## src/hdl/mss_pkg.sv

```systemverilog
// Shared types, codes and constants of the MIDI step sequencer.
package mss_pkg;

	localparam int MAX_STEPS_DEF = 32;
	localparam int DIVISIONS_DEF = 17;
	localparam int QUEUE_DEPTH   = 4;
	localparam int QPW           = $clog2(QUEUE_DEPTH);
	localparam int QCW           = $clog2(QUEUE_DEPTH + 1);
	localparam int CFG_IW        = 3;
	localparam int CFG_DW        = 7;

	localparam logic [3:0] FN_TICK      = 4'd0;
	localparam logic [3:0] FN_NOTE_ON   = 4'd1;
	localparam logic [3:0] FN_NOTE_OFF  = 4'd2;
	localparam logic [3:0] FN_START     = 4'd3;
	localparam logic [3:0] FN_STOP      = 4'd4;
	localparam logic [3:0] FN_CONTINUE  = 4'd5;
	localparam logic [3:0] FN_RUN_ON    = 4'd6;
	localparam logic [3:0] FN_RUN_OFF   = 4'd7;
	localparam logic [3:0] FN_WR_STEP   = 4'd8;
	localparam logic [3:0] FN_WR_TABLE  = 4'd9;

	localparam logic [1:0] CLK_INTERNAL = 2'd0;
	localparam logic [1:0] CLK_NOTE     = 2'd2;

	localparam logic [1:0] CNT_REALTIME = 2'd1;
	localparam logic [1:0] CNT_CHANNEL  = 2'd3;

	localparam logic [7:0] RT_CLOCK = 8'hF8;
	localparam logic [7:0] RT_START = 8'hFA;
	localparam logic [7:0] RT_STOP  = 8'hFC;

	localparam logic [3:0] MSG_NOTE_OFF = 4'h8;
	localparam logic [3:0] MSG_NOTE_ON  = 4'h9;
	localparam logic [3:0] MSG_CC       = 4'hB;

	localparam logic [6:0] CC_ALL_NOTES_OFF = 7'd123;
	localparam logic [6:0] DEFAULT_ROOT     = 7'd60;
	localparam logic [6:0] DATA_MAX         = 7'd127;

	localparam int TE_NOTE = 0;
	localparam int TE_DUR  = 1;
	localparam int TE_VEL  = 2;
	localparam int TE_CC   = 3;

	localparam logic [1:0] RST_CLOCK_MODE      = 2'd0;
	localparam logic [3:0] RST_MIDI_CHANNEL    = 4'd0;
	localparam logic [6:0] RST_CC_CONTROLLER   = 7'd74;
	localparam logic [3:0] RST_TRACK_ENABLES   = 4'hF;
	localparam logic [4:0] RST_DIVISION_SELECT = 5'd12;
	localparam logic [5:0] RST_STEP_COUNT      = 6'd8;
	localparam logic [6:0] RST_FIXED_VELOCITY  = 7'd100;

	typedef enum logic [2:0] {
		CFG_CLOCK_MODE,
		CFG_MIDI_CHANNEL,
		CFG_CC_CONTROLLER,
		CFG_TRACK_ENABLES,
		CFG_DIVISION_SELECT,
		CFG_STEP_COUNT,
		CFG_FIXED_VELOCITY
	} cfg_index_t;

	typedef struct packed {
		logic [1:0] clock_mode;
		logic [3:0] midi_channel;
		logic [6:0] cc_controller;
		logic [3:0] track_enables;
		logic [4:0] division_select;
		logic [5:0] step_count;
		logic [6:0] fixed_velocity;
	} cfg_t;

	typedef struct packed {
		logic [3:0] func;
		logic [1:0] clock_source;
		logic [3:0] event_channel;
		logic [6:0] event_note;
		logic [6:0] event_velocity;
		logic [4:0] step_index;
		logic [6:0] step_note;
		logic [4:0] step_length;
		logic [3:0] step_level;
		logic [6:0] step_cc_value;
		logic [4:0] table_index;
		logic [7:0] table_ticks;
	} item_fields_t;

	typedef enum logic [3:0] {
		OP_NONE,
		OP_TICK,
		OP_NOTE_ON,
		OP_NOTE_OFF,
		OP_START,
		OP_STOP,
		OP_CONTINUE,
		OP_RUN_ON,
		OP_RUN_OFF,
		OP_WR_STEP,
		OP_WR_TABLE
	} op_t;

	typedef struct packed {
		op_t          op;
		item_fields_t f;
	} qitem_t;

	typedef struct packed {
		logic [6:0] cc;
		logic [3:0] level;
		logic [4:0] length;
		logic [6:0] note;
	} step_t;

	typedef struct packed {
		logic [1:0] byte_count;
		logic [7:0] status_byte;
		logic [6:0] data_one;
		logic [6:0] data_two;
		logic       schedule_off;
		logic [7:0] off_delay;
		logic       flush_request;
		logic       last;
	} result_t;

	typedef enum logic [1:0] {
		BK_IDLE,
		BK_EVAL,
		BK_DUR,
		BK_DRAIN
	} back_state_t;

endpackage

```

## src/hdl/mss_front.sv

```systemverilog
// Front part: accepts input requests, classifies them and queues them for the back part.
module mss_front (
	input  logic                 clk,
	input  logic                 arst_n,
	input  logic                 in_valid,
	output logic                 in_stall,
	input  mss_pkg::item_fields_t in_data,
	output logic                 q_valid,
	output mss_pkg::qitem_t      q_item,
	input  logic                 q_pop
);
	import mss_pkg::*;

	qitem_t           qmem [QUEUE_DEPTH];
	logic [QPW-1:0]   wr_ptr_q;
	logic [QPW-1:0]   rd_ptr_q;
	logic [QCW-1:0]   count_q;
	op_t              op;
	logic             push;

	function automatic op_t classify(input logic [3:0] fn);
		case (fn)
			FN_TICK:     return OP_TICK;
			FN_NOTE_ON:  return OP_NOTE_ON;
			FN_NOTE_OFF: return OP_NOTE_OFF;
			FN_START:    return OP_START;
			FN_STOP:     return OP_STOP;
			FN_CONTINUE: return OP_CONTINUE;
			FN_RUN_ON:   return OP_RUN_ON;
			FN_RUN_OFF:  return OP_RUN_OFF;
			FN_WR_STEP:  return OP_WR_STEP;
			FN_WR_TABLE: return OP_WR_TABLE;
			default:     return OP_NONE;
		endcase
	endfunction

	assign op       = classify(in_data.func);
	assign in_stall = (count_q == QCW'(QUEUE_DEPTH));
	assign push     = in_valid && !in_stall && (op != OP_NONE);
	assign q_valid  = (count_q != '0);
	assign q_item   = qmem[rd_ptr_q];

	always_ff @(posedge clk) begin
		if (push) begin
			qmem[wr_ptr_q] <= '{op: op, f: in_data};
		end
	end

	always_ff @(posedge clk or negedge arst_n) begin
		if (!arst_n) begin
			wr_ptr_q <= '0;
			rd_ptr_q <= '0;
			count_q  <= '0;
		end else begin
			if (push) begin
				wr_ptr_q <= wr_ptr_q + QPW'(1);
			end
			if (q_pop) begin
				rd_ptr_q <= rd_ptr_q + QPW'(1);
			end
			case ({push, q_pop})
				2'b10:   count_q <= count_q + QCW'(1);
				2'b01:   count_q <= count_q - QCW'(1);
				default: count_q <= count_q;
			endcase
		end
	end

	a_pop_nonempty: assert property (@(posedge clk) disable iff (!arst_n) q_pop |-> q_valid)
		else $error("queue popped while empty");
	a_count_bound: assert property (@(posedge clk) disable iff (!arst_n)
		int'(count_q) <= QUEUE_DEPTH)
		else $error("queue count beyond depth");

endmodule

```

## src/hdl/mss_back.sv

```systemverilog
// Back part: sequencer state, pattern and ticks-table memories, result buffer and output register.
module mss_back #(
	parameter int MAX_STEPS = mss_pkg::MAX_STEPS_DEF,
	parameter int DIVISIONS = mss_pkg::DIVISIONS_DEF
) (
	input  logic             clk,
	input  logic             arst_n,
	input  mss_pkg::cfg_t    cfg,
	input  logic             q_valid,
	input  mss_pkg::qitem_t  q_item,
	output logic             q_pop,
	output logic             out_valid,
	output mss_pkg::result_t out_res,
	input  logic             out_stall
);
	import mss_pkg::*;

	localparam int SW = (MAX_STEPS > 1) ? $clog2(MAX_STEPS) : 1;
	localparam int DW = $clog2(DIVISIONS);

	step_t       pat_mem [MAX_STEPS];
	logic [7:0]  tbl_mem [DIVISIONS];

	back_state_t state_q, state_d;
	logic        running_q, running_d;
	logic [7:0]  tick_count_q, tick_d;
	logic [SW-1:0] play_step_q, play_d;
	logic [6:0]  root_q, root_d;
	logic [6:0]  latest_q, latest_d;

	qitem_t      item_s1;
	step_t       pat_rd_s1;
	logic [7:0]  tbl_rd_s1;

	step_t       step_q, step_d;
	logic [7:0]  pre_q, pre_d;
	logic        f8_q, f8_d;

	result_t     res_q [3];
	result_t     res_d [3];
	logic [1:0]  res_n_q, n_d;
	logic [1:0]  res_ptr_q, ptr_d;
	logic        res_we;

	logic        out_valid_q;
	result_t     out_q, out_d;
	logic        out_load;

	logic        tbl_re;
	logic [DW-1:0] tbl_raddr;
	logic        pat_we;
	logic        tbl_we;
	step_t       pat_wdata;

	logic        internal;
	logic        fire;
	logic        do_start, do_stop, set_root, set_latest, fwd_on, fwd_off;
	logic [7:0]  tc1;
	logic [SW:0] nxt;
	logic signed [8:0] pitch;
	logic [6:0]  pitch_clip;
	logic [6:0]  vel;
	logic [7:0]  dur;

	function automatic logic [DW-1:0] tbl_idx(input logic [4:0] i);
		if (int'(i) >= DIVISIONS) begin
			return DW'(DIVISIONS - 1);
		end
		return DW'(i);
	endfunction

	function automatic result_t mk_res(input logic [1:0] cnt, input logic [7:0] st,
		input logic [6:0] d1, input logic [6:0] d2, input logic sch,
		input logic [7:0] dly, input logic fl);
		result_t r;
		r.byte_count    = cnt;
		r.status_byte   = st;
		r.data_one      = d1;
		r.data_two      = d2;
		r.schedule_off  = sch;
		r.off_delay     = dly;
		r.flush_request = fl;
		r.last          = 1'b0;
		return r;
	endfunction

	assign internal  = (cfg.clock_mode == CLK_INTERNAL);
	assign pat_wdata = '{cc: item_s1.f.step_cc_value, level: item_s1.f.step_level,
		length: item_s1.f.step_length, note: item_s1.f.step_note};

	assign tc1 = tick_count_q + 8'd1;
	assign nxt = {1'b0, play_step_q} + (SW + 1)'(1);

	assign pitch = $signed({2'b00, step_q.note}) + $signed({2'b00, latest_q})
		- $signed({2'b00, root_q});
	assign pitch_clip = (pitch < 0) ? 7'd0 : ((pitch > 9'sd127) ? DATA_MAX : pitch[6:0]);
	assign vel = cfg.track_enables[TE_VEL] ? {step_q.level, 3'b000} : cfg.fixed_velocity;
	assign dur = cfg.track_enables[TE_DUR] ? tbl_rd_s1 : pre_q;

	always_comb begin
		state_d    = state_q;
		running_d  = running_q;
		tick_d     = tick_count_q;
		play_d     = play_step_q;
		root_d     = root_q;
		latest_d   = latest_q;
		step_d     = step_q;
		pre_d      = pre_q;
		f8_d       = f8_q;
		for (int i = 0; i < 3; i++) begin
			res_d[i] = res_q[i];
		end
		n_d        = 2'd0;
		res_we     = 1'b0;
		ptr_d      = res_ptr_q;
		q_pop      = 1'b0;
		tbl_re     = 1'b0;
		tbl_raddr  = tbl_idx(cfg.division_select);
		pat_we     = 1'b0;
		tbl_we     = 1'b0;
		out_load   = 1'b0;
		out_d      = res_q[res_ptr_q];
		out_d.last = (res_ptr_q == res_n_q - 2'd1);
		fire       = 1'b0;
		do_start   = 1'b0;
		do_stop    = 1'b0;
		set_root   = 1'b0;
		set_latest = 1'b0;
		fwd_on     = 1'b0;
		fwd_off    = 1'b0;

		case (state_q)
			BK_IDLE: begin
				if (q_valid) begin
					q_pop   = 1'b1;
					tbl_re  = 1'b1;
					state_d = BK_EVAL;
				end
			end
			BK_EVAL: begin
				res_we = 1'b1;
				ptr_d  = 2'd0;
				case (item_s1.op)
					OP_TICK: begin
						if (cfg.clock_mode == item_s1.f.clock_source && running_q) begin
							if (tc1 < tbl_rd_s1) begin
								tick_d = tc1;
								if (item_s1.f.clock_source == CLK_INTERNAL) begin
									res_d[n_d] = mk_res(CNT_REALTIME, RT_CLOCK, 7'd0, 7'd0,
										1'b0, 8'd0, 1'b0);
									n_d = n_d + 2'd1;
								end
							end else begin
								fire      = 1'b1;
								tick_d    = 8'd0;
								step_d    = pat_rd_s1;
								pre_d     = tbl_rd_s1;
								f8_d      = (item_s1.f.clock_source == CLK_INTERNAL);
								tbl_re    = 1'b1;
								tbl_raddr = tbl_idx(pat_rd_s1.length);
								if (int'(nxt) >= int'(cfg.step_count) || int'(nxt) >= MAX_STEPS)
								begin
									play_d = '0;
								end else begin
									play_d = nxt[SW-1:0];
								end
							end
						end
					end
					OP_NOTE_ON: begin
						if (cfg.clock_mode != CLK_NOTE
							&& item_s1.f.event_channel == cfg.midi_channel) begin
							fwd_on = !cfg.track_enables[TE_NOTE];
							if (internal) begin
								if (running_q && item_s1.f.event_note == latest_q
									&& cfg.track_enables[TE_NOTE]) begin
									do_stop = 1'b1;
								end else if (!running_q) begin
									do_start = 1'b1;
									set_root = 1'b1;
								end
							end
							set_latest = 1'b1;
						end
					end
					OP_NOTE_OFF: begin
						if (cfg.clock_mode != CLK_NOTE
							&& item_s1.f.event_channel == cfg.midi_channel) begin
							fwd_off = !cfg.track_enables[TE_NOTE] || !running_q;
						end
					end
					OP_START:    do_start = !internal;
					OP_STOP:     do_stop  = !internal;
					OP_CONTINUE: begin
						if (!internal) begin
							running_d = 1'b1;
						end
					end
					OP_RUN_ON:   do_start = 1'b1;
					OP_RUN_OFF:  do_stop  = 1'b1;
					OP_WR_STEP:  pat_we = (int'(item_s1.f.step_index) < MAX_STEPS);
					OP_WR_TABLE: tbl_we = (int'(item_s1.f.table_index) < DIVISIONS);
					default: ;
				endcase

				do_start = do_start && !running_q;
				do_stop  = do_stop && running_q;

				if (fwd_on) begin
					res_d[n_d] = mk_res(CNT_CHANNEL, {MSG_NOTE_ON, item_s1.f.event_channel},
						item_s1.f.event_note, item_s1.f.event_velocity, 1'b0, 8'd0, 1'b0);
					n_d = n_d + 2'd1;
				end
				if (fwd_off) begin
					res_d[n_d] = mk_res(CNT_CHANNEL, {MSG_NOTE_OFF, item_s1.f.event_channel},
						item_s1.f.event_note, item_s1.f.event_velocity, 1'b0, 8'd0, 1'b0);
					n_d = n_d + 2'd1;
				end
				if (do_start) begin
					if (internal) begin
						res_d[n_d] = mk_res(CNT_REALTIME, RT_START, 7'd0, 7'd0,
							1'b0, 8'd0, 1'b0);
						n_d = n_d + 2'd1;
					end
					if (root_q == 7'd0 || latest_q == 7'd0) begin
						root_d   = DEFAULT_ROOT;
						latest_d = DEFAULT_ROOT;
					end
					tick_d    = tbl_rd_s1 - 8'd1;
					play_d    = '0;
					running_d = 1'b1;
				end
				if (do_stop) begin
					res_d[n_d] = mk_res(CNT_CHANNEL, {MSG_CC, cfg.midi_channel},
						CC_ALL_NOTES_OFF, 7'd0, 1'b0, 8'd0, 1'b1);
					n_d = n_d + 2'd1;
					if (internal) begin
						res_d[n_d] = mk_res(CNT_REALTIME, RT_STOP, 7'd0, 7'd0,
							1'b0, 8'd0, 1'b0);
						n_d = n_d + 2'd1;
					end
					running_d = 1'b0;
					root_d    = 7'd0;
					latest_d  = 7'd0;
				end
				if (set_root) begin
					root_d = item_s1.f.event_note;
				end
				if (set_latest) begin
					latest_d = item_s1.f.event_note;
				end

				if (fire) begin
					state_d = BK_DUR;
				end else if (n_d != 2'd0) begin
					state_d = BK_DRAIN;
				end else begin
					state_d = BK_IDLE;
				end
			end
			BK_DUR: begin
				res_we = 1'b1;
				ptr_d  = 2'd0;
				if (f8_q) begin
					res_d[n_d] = mk_res(CNT_REALTIME, RT_CLOCK, 7'd0, 7'd0, 1'b0, 8'd0, 1'b0);
					n_d = n_d + 2'd1;
				end
				if (cfg.track_enables[TE_CC]) begin
					res_d[n_d] = mk_res(CNT_CHANNEL, {MSG_CC, cfg.midi_channel},
						cfg.cc_controller, step_q.cc, 1'b0, 8'd0, 1'b0);
					n_d = n_d + 2'd1;
				end
				if (cfg.track_enables[TE_NOTE] && vel != 7'd0) begin
					res_d[n_d] = mk_res(CNT_CHANNEL, {MSG_NOTE_ON, cfg.midi_channel},
						pitch_clip, vel, 1'b1, dur - 8'd1, 1'b0);
					n_d = n_d + 2'd1;
				end
				state_d = (n_d != 2'd0) ? BK_DRAIN : BK_IDLE;
			end
			BK_DRAIN: begin
				out_load = !out_valid_q || !out_stall;
				if (out_load) begin
					ptr_d = res_ptr_q + 2'd1;
					if (res_ptr_q == res_n_q - 2'd1) begin
						if (q_valid) begin
							q_pop   = 1'b1;
							tbl_re  = 1'b1;
							state_d = BK_EVAL;
						end else begin
							state_d = BK_IDLE;
						end
					end
				end
			end
			default: state_d = BK_IDLE;
		endcase
	end

	always_ff @(posedge clk) begin
		if (pat_we) begin
			pat_mem[SW'(item_s1.f.step_index)] <= pat_wdata;
		end
		if (q_pop) begin
			pat_rd_s1 <= pat_mem[play_step_q];
		end
	end

	always_ff @(posedge clk) begin
		if (tbl_we) begin
			tbl_mem[DW'(item_s1.f.table_index)] <= item_s1.f.table_ticks;
		end
		if (tbl_re) begin
			tbl_rd_s1 <= tbl_mem[tbl_raddr];
		end
	end

	always_ff @(posedge clk) begin
		if (q_pop) begin
			item_s1 <= q_item;
		end
		step_q <= step_d;
		pre_q  <= pre_d;
		f8_q   <= f8_d;
		if (res_we) begin
			for (int i = 0; i < 3; i++) begin
				res_q[i] <= res_d[i];
			end
		end
		if (out_load) begin
			out_q <= out_d;
		end
	end

	always_ff @(posedge clk or negedge arst_n) begin
		if (!arst_n) begin
			state_q      <= BK_IDLE;
			running_q    <= 1'b0;
			tick_count_q <= 8'd0;
			play_step_q  <= '0;
			root_q       <= 7'd0;
			latest_q     <= 7'd0;
			res_n_q      <= 2'd0;
			res_ptr_q    <= 2'd0;
			out_valid_q  <= 1'b0;
		end else begin
			state_q      <= state_d;
			running_q    <= running_d;
			tick_count_q <= tick_d;
			play_step_q  <= play_d;
			root_q       <= root_d;
			latest_q     <= latest_d;
			res_ptr_q    <= ptr_d;
			if (res_we) begin
				res_n_q <= n_d;
			end
			if (out_load) begin
				out_valid_q <= 1'b1;
			end else if (!out_stall) begin
				out_valid_q <= 1'b0;
			end
		end
	end

	assign out_valid = out_valid_q;
	assign out_res   = out_q;

	a_drain_has_results: assert property (@(posedge clk) disable iff (!arst_n)
		(state_q == BK_DRAIN) |-> (res_n_q != 2'd0))
		else $error("draining an empty result buffer");
	a_drain_ptr: assert property (@(posedge clk) disable iff (!arst_n)
		(state_q == BK_DRAIN) |-> (res_ptr_q < res_n_q))
		else $error("result pointer past result count");
	a_step_range: assert property (@(posedge clk) disable iff (!arst_n)
		int'(play_step_q) < MAX_STEPS)
		else $error("step pointer beyond pattern length");

endmodule

```

## src/hdl/midi_step_sequencer.sv

```systemverilog
// Top level of the MIDI step sequencer: configuration registers and the front and back parts.
//
// The block takes clock ticks, note and transport requests and returns MIDI messages one per
// output request, each group closed by last. Input requests go into a four-entry queue, so a
// burst of up to four is taken at one per cycle while results are still being delivered. The
// back part then pops a request together with its memory reads and evaluates it; a tick that
// plays a step also passes through a second ticks-table read before its messages are built.
// Messages are delivered one at a time, each held while out_stall is high, with the next
// request's memory reads overlapping the last message; the single read ports of the pattern
// memory and the ticks table with their registered outputs set this pace.
// Both memories hold unknown contents until written and have no clearing pass. Configuration
// writes are taken in every cycle (cfg_ready stays high) and belong in periods of no traffic.
module midi_step_sequencer #(
	parameter int MAX_STEPS = mss_pkg::MAX_STEPS_DEF,
	parameter int DIVISIONS = mss_pkg::DIVISIONS_DEF
) (
	input  logic       clk,
	input  logic       arst_n,
	input  logic       cfg_valid,
	output logic       cfg_ready,
	input  logic [2:0] cfg_index,
	input  logic [6:0] cfg_data,
	input  logic       in_valid,
	output logic       in_stall,
	input  logic [3:0] func,
	input  logic [1:0] clock_source,
	input  logic [3:0] event_channel,
	input  logic [6:0] event_note,
	input  logic [6:0] event_velocity,
	input  logic [4:0] step_index,
	input  logic [6:0] step_note,
	input  logic [4:0] step_length,
	input  logic [3:0] step_level,
	input  logic [6:0] step_cc_value,
	input  logic [4:0] table_index,
	input  logic [7:0] table_ticks,
	output logic       out_valid,
	input  logic       out_stall,
	output logic [1:0] byte_count,
	output logic [7:0] status_byte,
	output logic [6:0] data_one,
	output logic [6:0] data_two,
	output logic       schedule_off,
	output logic [7:0] off_delay,
	output logic       flush_request,
	output logic       last
);
	import mss_pkg::*;

	cfg_t         cfg_q;
	item_fields_t in_data;
	qitem_t       q_item;
	logic         q_valid;
	logic         q_pop;
	result_t      out_res;

	assign cfg_ready = 1'b1;

	always_ff @(posedge clk or negedge arst_n) begin
		if (!arst_n) begin
			cfg_q.clock_mode      <= RST_CLOCK_MODE;
			cfg_q.midi_channel    <= RST_MIDI_CHANNEL;
			cfg_q.cc_controller   <= RST_CC_CONTROLLER;
			cfg_q.track_enables   <= RST_TRACK_ENABLES;
			cfg_q.division_select <= RST_DIVISION_SELECT;
			cfg_q.step_count      <= RST_STEP_COUNT;
			cfg_q.fixed_velocity  <= RST_FIXED_VELOCITY;
		end else if (cfg_valid && cfg_ready) begin
			case (cfg_index)
				CFG_CLOCK_MODE:      cfg_q.clock_mode      <= cfg_data[1:0];
				CFG_MIDI_CHANNEL:    cfg_q.midi_channel    <= cfg_data[3:0];
				CFG_CC_CONTROLLER:   cfg_q.cc_controller   <= cfg_data;
				CFG_TRACK_ENABLES:   cfg_q.track_enables   <= cfg_data[3:0];
				CFG_DIVISION_SELECT: cfg_q.division_select <= cfg_data[4:0];
				CFG_STEP_COUNT:      cfg_q.step_count      <= cfg_data[5:0];
				CFG_FIXED_VELOCITY:  cfg_q.fixed_velocity  <= cfg_data;
				default: ;
			endcase
		end
	end

	assign in_data.func           = func;
	assign in_data.clock_source   = clock_source;
	assign in_data.event_channel  = event_channel;
	assign in_data.event_note     = event_note;
	assign in_data.event_velocity = event_velocity;
	assign in_data.step_index     = step_index;
	assign in_data.step_note      = step_note;
	assign in_data.step_length    = step_length;
	assign in_data.step_level     = step_level;
	assign in_data.step_cc_value  = step_cc_value;
	assign in_data.table_index    = table_index;
	assign in_data.table_ticks    = table_ticks;

	mss_front u_front (
		.clk      (clk),
		.arst_n   (arst_n),
		.in_valid (in_valid),
		.in_stall (in_stall),
		.in_data  (in_data),
		.q_valid  (q_valid),
		.q_item   (q_item),
		.q_pop    (q_pop)
	);

	mss_back #(
		.MAX_STEPS (MAX_STEPS),
		.DIVISIONS (DIVISIONS)
	) u_back (
		.clk       (clk),
		.arst_n    (arst_n),
		.cfg       (cfg_q),
		.q_valid   (q_valid),
		.q_item    (q_item),
		.q_pop     (q_pop),
		.out_valid (out_valid),
		.out_res   (out_res),
		.out_stall (out_stall)
	);

	assign byte_count    = out_res.byte_count;
	assign status_byte   = out_res.status_byte;
	assign data_one      = out_res.data_one;
	assign data_two      = out_res.data_two;
	assign schedule_off  = out_res.schedule_off;
	assign off_delay     = out_res.off_delay;
	assign flush_request = out_res.flush_request;
	assign last          = out_res.last;

endmodule
```

## config.mk

```make
export PLATFORM = sky130hd
export DESIGN_NAME = midi_step_sequencer
export DESIGN_NICKNAME = d
export VERILOG_FILES = /design/src/hdl/mss_pkg.sv /design/src/hdl/mss_front.sv /design/src/hdl/mss_back.sv /design/src/hdl/midi_step_sequencer.sv
export SDC_FILE = /design/constraint.sdc
export NUM_CORES = 2
export LEC_CHECK = 0
export ABC_AREA = 1
export BUFFER_PORTS_ARGS = -buffer_cell sky130_fd_sc_hd__buf_4
export CORE_ASPECT_RATIO = 0.7
export CORE_MARGIN = 2
export CORE_UTILIZATION = 52
export CTS_CLUSTER_DIAMETER = 200
export CTS_CLUSTER_SIZE = 25
export DETAILED_ROUTE_END_ITERATION = 10
export PLACE_DENSITY = 0.71
export SLEW_MARGIN = 15
export SYNTH_ARGS = -nofsm -noshare
export SYNTH_HDL_FRONTEND = slang
export SYNTH_SLANG_ARGS = --single-unit
export TNS_END_PERCENT = 50
```

## constraint.sdc

```tcl
create_clock -name clk -period 7.5 [get_ports clk]
set_input_delay 1.5 -clock clk [delete_from_list [all_inputs] [get_ports clk]]
set_output_delay 1.5 -clock clk [all_outputs]
set_load 0.01 [all_outputs]
```

=== Word-level counts from Yosys, hierarchy flattened ===
Memories as Yosys holds them, arrays and structs flattened. A register that Yosys moved wholly into a read port is not among the register bits.
Index checks and enable logic that the tools add are counted.

* Memories: 5
* Word-level logic and storage cells: 335
* RAM bits: 1253
* Output and inout port bits: 38
* Input bits: 80
* Register bits after elaboration: 105
* Memory bits (read-only): 64

* $add $sub $neg: 19
* Bitwise logic cells: 14
* Multiplexer cells: 155
* Magnitude comparators: 22
* Reductions and logical operators: 62
* Equal/unequal tests: 33

{| class="wikitable"
|+ Memories
! memory !! depth !! width !! rd ports !! clocked after memory_dff !! wr ports !! RTL line !! source
|-
| u_back.pat_mem || 32 || 23 || 1 || 1 || 1 || mss_back.sv:21 || <nowiki>step_t pat_mem [MAX_STEPS];</nowiki>
|-
| u_front.qmem || 4 || 69 || 1 || 1 || 1 || mss_front.sv:14 || <nowiki>qitem_t qmem [QUEUE_DEPTH];</nowiki>
|-
| u_back.tbl_mem || 17 || 8 || 1 || 1 || 1 || mss_back.sv:22 || <nowiki>logic [7:0] tbl_mem [DIVISIONS];</nowiki>
|-
| u_back.res_q || 3 || 35 || 4 || 1 || 3 || mss_back.sv:39 || <nowiki>result_t res_q [3];</nowiki>
|-
| (name not given) || 16 || 4 || 1 || 0 || 0 || mss_front.sv:22 || <nowiki>case (fn)</nowiki>
|}

{| class="wikitable"
|+ Operators by type and width
! kind !! number
|-
| 105-bit two-way mux || 12
|-
| 105-bit bitwise mux || 5
|-
| 35-bit demux with 2-bit select || 7
|-
| 35-bit two-way mux || 14
|-
| 105-bit one-hot mux with 2 select lines || 1
|-
| 84-bit AND || 2
|-
| 84-bit NOT || 2
|-
| 5-bit two-way mux || 13
|-
| 1-bit two-way mux || 56
|-
| 7-bit two-way mux || 8
|-
| 2-bit two-way mux || 26
|-
| 21-bit OR || 2
|-
| 8-bit two-way mux || 5
|-
| 3-bit greater-or-equal comparator, second input constant || 7
|-
| 3-bit by 1-bit < comparator with 1-bit output, second input constant || 7
|-
| 2-bit NOT with 3-bit output || 7
|-
| 2-bit by 1-bit adder with 2-bit output, second input constant || 10
|-
| 3-bit nonzero test || 6
|-
| 4-bit by 3-bit equality test with 1-bit output, second input constant || 4
|-
| 1-bit logical AND || 16
|-
| 2-bit AND reduction || 8
|-
| 8-bit by 1-bit subtractor with 8-bit output, second input constant || 2
|-
| 3-bit AND reduction || 5
|-
| 7-bit zero test || 2
|-
| 43 further kinds || 78
|}

=== Depth between registers and ports, before layout ===
* Depth after elaboration: 27
* Mapped depth: 32
* Mapped depth without buffers: 31

=== Cells and area by module ===
A second synthesis with hierarchy kept.

* Cell total of the unflattened synthesis: 5339
* Area total of the unflattened synthesis: 62755.2 um2

{| class="wikitable"
|+ Modules (own cells, without submodules)
! module !! area each (um2) !! sequential area each (um2) !! times used !! cells each
|-
| mss_back || 50546.0 || 34868.4 || 1 || 4437
|-
| mss_front || 10749.1 || 8463.1 || 1 || 736
|-
| midi_step_sequencer || 1460.2 || 892.1 || 1 || 166
|}

=== Worst setup path after synthesis ===
OpenSTA, ideal clock, no wires.

* Path kind: in2reg
* From: input out_stall
* To: register u_front.count_q[2]
* Stages: 13
* Slack: -1472 ps
* Library setup time: 131 ps
* Required time: 7369 ps
* Arrival time: 8841 ps
* Buffers on the path: 0
* Cell sequence: nand2_1 > inv_1 > nor2_1 > inv_1 > o21ai_0 > nand2_1 > nor2_1 > ha_1 > inv_1 > fa_1 > a21oi_1 > o21ai_0 > xor2_1

* Cells in the longest elaborated chain, start to end: 6
* Elaborated cells on any way between the ends: 8
* Those cells by class: eq/ne (2); mux (3); reduce/logical (3)

{| class="wikitable"
|+ Ends and longest elaborated chain
! what !! RTL line !! source
|-
| start, declared || midi_step_sequencer.sv:38 || <nowiki>input logic out_stall,</nowiki>
|-
| 1-bit zero test (*) || mss_back.sv:281 || <nowiki>out_load = !out_valid_q || !out_stall;</nowiki>
|-
| 1-bit logical OR (*) || mss_back.sv:281 ||
|-
| 1-bit two-way mux (*) || mss_back.sv:282 || <nowiki>if (out_load) begin</nowiki>
|-
| 1-bit one-hot mux with 2 select lines (*) || mss_back.sv:132 || <nowiki>case (state_q)</nowiki>
|-
| via q_pop || midi_step_sequencer.sv:54 || <nowiki>logic q_pop;</nowiki>
|-
| 2-bit by 1-bit equality test with 1-bit output or 2-bit equality test (tied branches) || mss_front.sv:61 || <nowiki>case ({push, q_pop})</nowiki>
|-
| 3-bit one-hot mux with 2 select lines or 2-bit nonzero test (tied branches) || - ||
|-
| end signal, assigned || mss_front.sv:62 || <nowiki>2'b10: count_q <= count_q + QCW'(1);</nowiki>
|-
| end signal, assigned || mss_front.sv:63 || <nowiki>2'b01: count_q <= count_q - QCW'(1);</nowiki>
|-
| end signal, assigned || mss_front.sv:64 || <nowiki>default: count_q <= count_q;</nowiki>
|-
| end, declared || mss_front.sv:17 || <nowiki>logic [QCW-1:0] count_q;</nowiki>
|}

Mark *: on every way through the listed nets, which the timed path passes. The rest lies on a longest branch.
A chain may end at the register's enable or synchronous reset.

==> impl_metrics.py <==
metrics = {
    "grt": {
        "grtUsageTotal_pct": 25.9,
        "antenna_found_initial": 19,
        "grt_pass1_wl_um": 241000,
        "grt.overflow.total": 0,
        "grt_max_degree": 198,
        "grt_pass1_vias": 38000,
    },
    "layout": {
        "multi_input_area_um2": 16200,
        "layout-drive-gt1-share_pct": 8.19,
        "instances_no_fill": 6842,
        "fill_cells": 9653,
        "area_delta_synth_final_pct": 6.90,
        "regArea_um2": 43800,
        "layout.nets": 5396,
        "final_area_um2": 66500,
    },
    "setup_path": {
        "max_stage_delay_ns": 0.56,
        "crit_required_ns": 7.97,
        "cpMostUsedCell": "nand2_2",
        "crit_slowest_cell": "nor3_4",
        "worst-setup-path-type": "reg2reg",
        "worst-path-max-fanout": 32,
        "arrival_ns": 6.77,
        "worst_setup_path_start_kind": "flop",
        "end_kind": "flop",
    },
    "die": {
        "die_h_um": 293,
        "ios": 118,
        "die_x_um": 417,
        "row_count": 106,
        "dieArea_um2": 122000,
        "initial_utilization_pct": 52.3,
        "core_area_um2": 119000,
    },
    "timing": {
        "hold_viol_final": 0,
        "relSlewSlack_pct": 17.3,
        "setup_viol": 0,
        "rsz0062_at_grt": "no",
        "timing.fmax_ghz": 0.159,
        "fin_setup_tns_ns": 0,
        "worst-slew-pin-transition_ns": 1.24,
        "period_share_pct": 83.9,
        "fin_skew_ns": 0.0436,
        "period_needed_ns": 6.30,
        "drv_slew": 0,
    },
    "yosys": {
        "yosysWarnings": 0,
        "synth-edff-count": 1392,
        "ys_ff_latch": 1469,
        "synth_area_um2": 62200,
        "ys_seq_area_share_pct": 70.4,
        "synthArstFlopShare_pct": 5.24,
        "syn_nets": 5434,
        "synth_flop_cell": "edfxtp_1",
        "yosysUniqueCellTypes": 64,
        "syn_area_per_cell_um2": 11.7,
        "synth_cells": 5292,
    },
    "drt": {
        "vias_per_cell": 6.07,
        "routed_wl_um": 161000,
        "dr.first_iter.drc_count": 6344,
        "wl_per_cell_um": 23.6,
        "drc_errors": 0,
        "vias": 41600,
        "postRouteAntennaNets": 0,
        "dr.pass1.iters": 6,
    },
    "clocking": {
        "cts_tree": "built",
        "numCtsBuffers": 68,
        "cts_setup_buffers": 0,
        "cts_buffer_depth": 3,
        "clkSinkCount": 1469,
        "cts_resized": 0,
        "clk_latency_ns": 0.70,
        "cts_hold_buf": 0,
        "clock-root-buffer": "clkbuf_16",
        "path_clk_slew_ns": 0.11,
        "htree_levels": 3,
    },
    "power": {
        "p_leak_nw": 23.6,
        "p_per_area_nw_per_um2": 343,
        "irDropWorstVdd_uv": 292,
    },
    "placement": {
        "place_congestion": 0.950,
        "dp_hpwl_um": 97600,
        "placed_area_um2": 64500,
        "io_buffers": 116,
        "placed_cells": 6746,
    },
    "run_status": {
        "outcome": "completed",
    },
    "flow_run": {
        "drv_cap": 0,
    },
    "min_path": {
        "hold_class": "reg2reg",
    },
}
-- layout by cell type (no fill, tap or decap), types with 16 or more instances in the layout --
cell	netlist	layout
ha_1	54	52
nor2_1	749	712
xor2_1	22	22
nand2_2	17	17
clkbuf_16	0	71
dfrtp_1	64	58
nand4_1	25	25
o22ai_1	301	301
nand3_1	295	295
nor2_2	7	38
buf_4	14	186
nand2_1	657	656
inv_2	27	32
inv_1	270	262
edfxtp_1	1392	1392
clkbuf_1	209	16
nor3_1	20	19
nand3b_1	35	35
o21ai_0	758	755
a21oi_1	110	110
o21ai_1	29	32
-- final cells by class --
class | instances | share of cell area, %
inverter | 302 | 1.74
multi-input combinational | 3220 | 24.3
antenna | 1 | 0.00377
sequential | 1469 | 65.8
timing repair buffer | 193 | 2.28
clock buffer | 87 | 2.76
tap | 1566 | 2.95
clock inverter | 4 | 0.0922
-- cell usage after synthesis (5+ instances only) --
cell	count	area, um^2
mux2i_1	10	100
nor2_2	7	43.8
o21ai_0	758	3790
a21oi_1	110	551
inv_2	27	101
a22oi_1	7	52.6
o22ai_1	301	1880
inv_1	270	1010
buf_2	63	315
xor2_1	22	193
nor2_1	749	2810
buf_4	14	105
a21oi_2	5	43.8
xnor2_1	8	70.1
dfstp_2	13	342
nand4_1	25	156
a32oi_1	10	87.6
buf_1	13	48.8
o211ai_1	14	105
o32ai_1	8	70.1
nor3_1	20	100
nand2_2	17	106
nor2_4	7	78.8
fa_1	8	160
clkbuf_1	209	785
nor4_1	5	31.3
nand3_1	295	1480
o21ai_1	29	145
nand3b_1	35	263
edfxtp_1	1392	41800
or2_2	5	31.3
dfrtp_1	64	1600
nand2_1	657	2470
ha_1	54	676
nand2_4	6	67.6
a31oi_1	14	87.6
-- flip-flops by register name, indices dropped and copies added (netlist names), 23 cells and up --
signal / cells
u_back.item_s1: 65
cfg_q: 35
u_back.pat_mem: 736
u_front.qmem: 260
u_back.tbl_mem: 136
u_back.out_res: 35
u_back.pat_rd_s1: 23
u_back.res_q: 102
-- kinds of logic after synthesis --
kind of cell,count (synthesis),share of synthesized area [%]
AO/OA/AOI/OAI,1273,11.2
XOR/XNOR,30,0.423
adder cells (fa/ha/maj),62,1.34
buffers and inverters,603,3.89
flip-flops,1469,70.4
multiplexers,10,0.161
other,1,0.00603
AND/OR/NAND/NOR,1844,12.6
-- stage by stage --
step                util [%]  hold slack (ns)  worst slack, ns  power [mW]
floorplan                  -            0.400           -0.229        16.0
global placement        54.2            0.401             1.54        18.3
detailed placement      54.2            0.406             1.40        18.5
CTS                     55.8            0.428             1.39        22.6
global route            55.9            0.428            0.732        23.8
finish                  55.9            0.422             1.20        22.8
-- worst max-delay path: cells and delay by family, from the launching register on --
family	cells	cell delay, ns
and+or+nand+nor	17	3.02
xor gates and xnor gates	1	0.21
AOI/OAI and AO/OA	2	0.28
DFF	1	0.43
buffers and inverters	5	0.93
adders and majority gates	4	1.18
-- final timing paths --
path | to | cells past startpoint | slack, ns | startpoint
worst min-delay path | u_back.step_q[20]$_DFFE_PP_ | 0 | 0.42 | u_back.pat_rd_s1[20]$_DFFE_PP_
worst max-delay path | u_back.res_q[0][32]$_DFFE_PP_ | 29 | 1.20 | u_back.tick_count_q[2]$_DFFE_PN0P_
min in group asynchronous | u_front.wr_ptr_q[1]$_DFFE_PN0P_ | 1 | 0.94 | arst_n
worst min register to register | u_back.step_q[20]$_DFFE_PP_ | 0 | 0.42 | u_back.pat_rd_s1[20]$_DFFE_PP_
worst max register to register | u_back.res_q[0][32]$_DFFE_PP_ | 29 | 1.20 | u_back.tick_count_q[2]$_DFFE_PN0P_
max in group asynchronous | u_front.rd_ptr_q[0]$_DFFE_PN0P_ | 1 | 5.69 | arst_n
-- report_power, final --
part / leakage (nW) / switching (mW) / internal (mW) / total, mW
registers: 13.6 / 1.47 / 11.3 / 12.7
clock network: 0.922 / 2.48 / 1.75 / 4.23
logic: 9.10 / 4.21 / 1.62 / 5.84
-- metal layers --
| metal | global-route usage [%] | wire length [um] | vias up |
|---|---|---|---|
| met5 | 0 | 215 | - |
| met4 | 4.90 | 2860 | 32 |
| met3 | 7.26 | 20700 | 217 |
| met2 | 36.0 | 67500 | 2347 |
| met1 | 40.8 | 70000 | 20100 |
| li1 | - | - | 18800 |
Note: power is estimated with default switching activity, not from simulation.
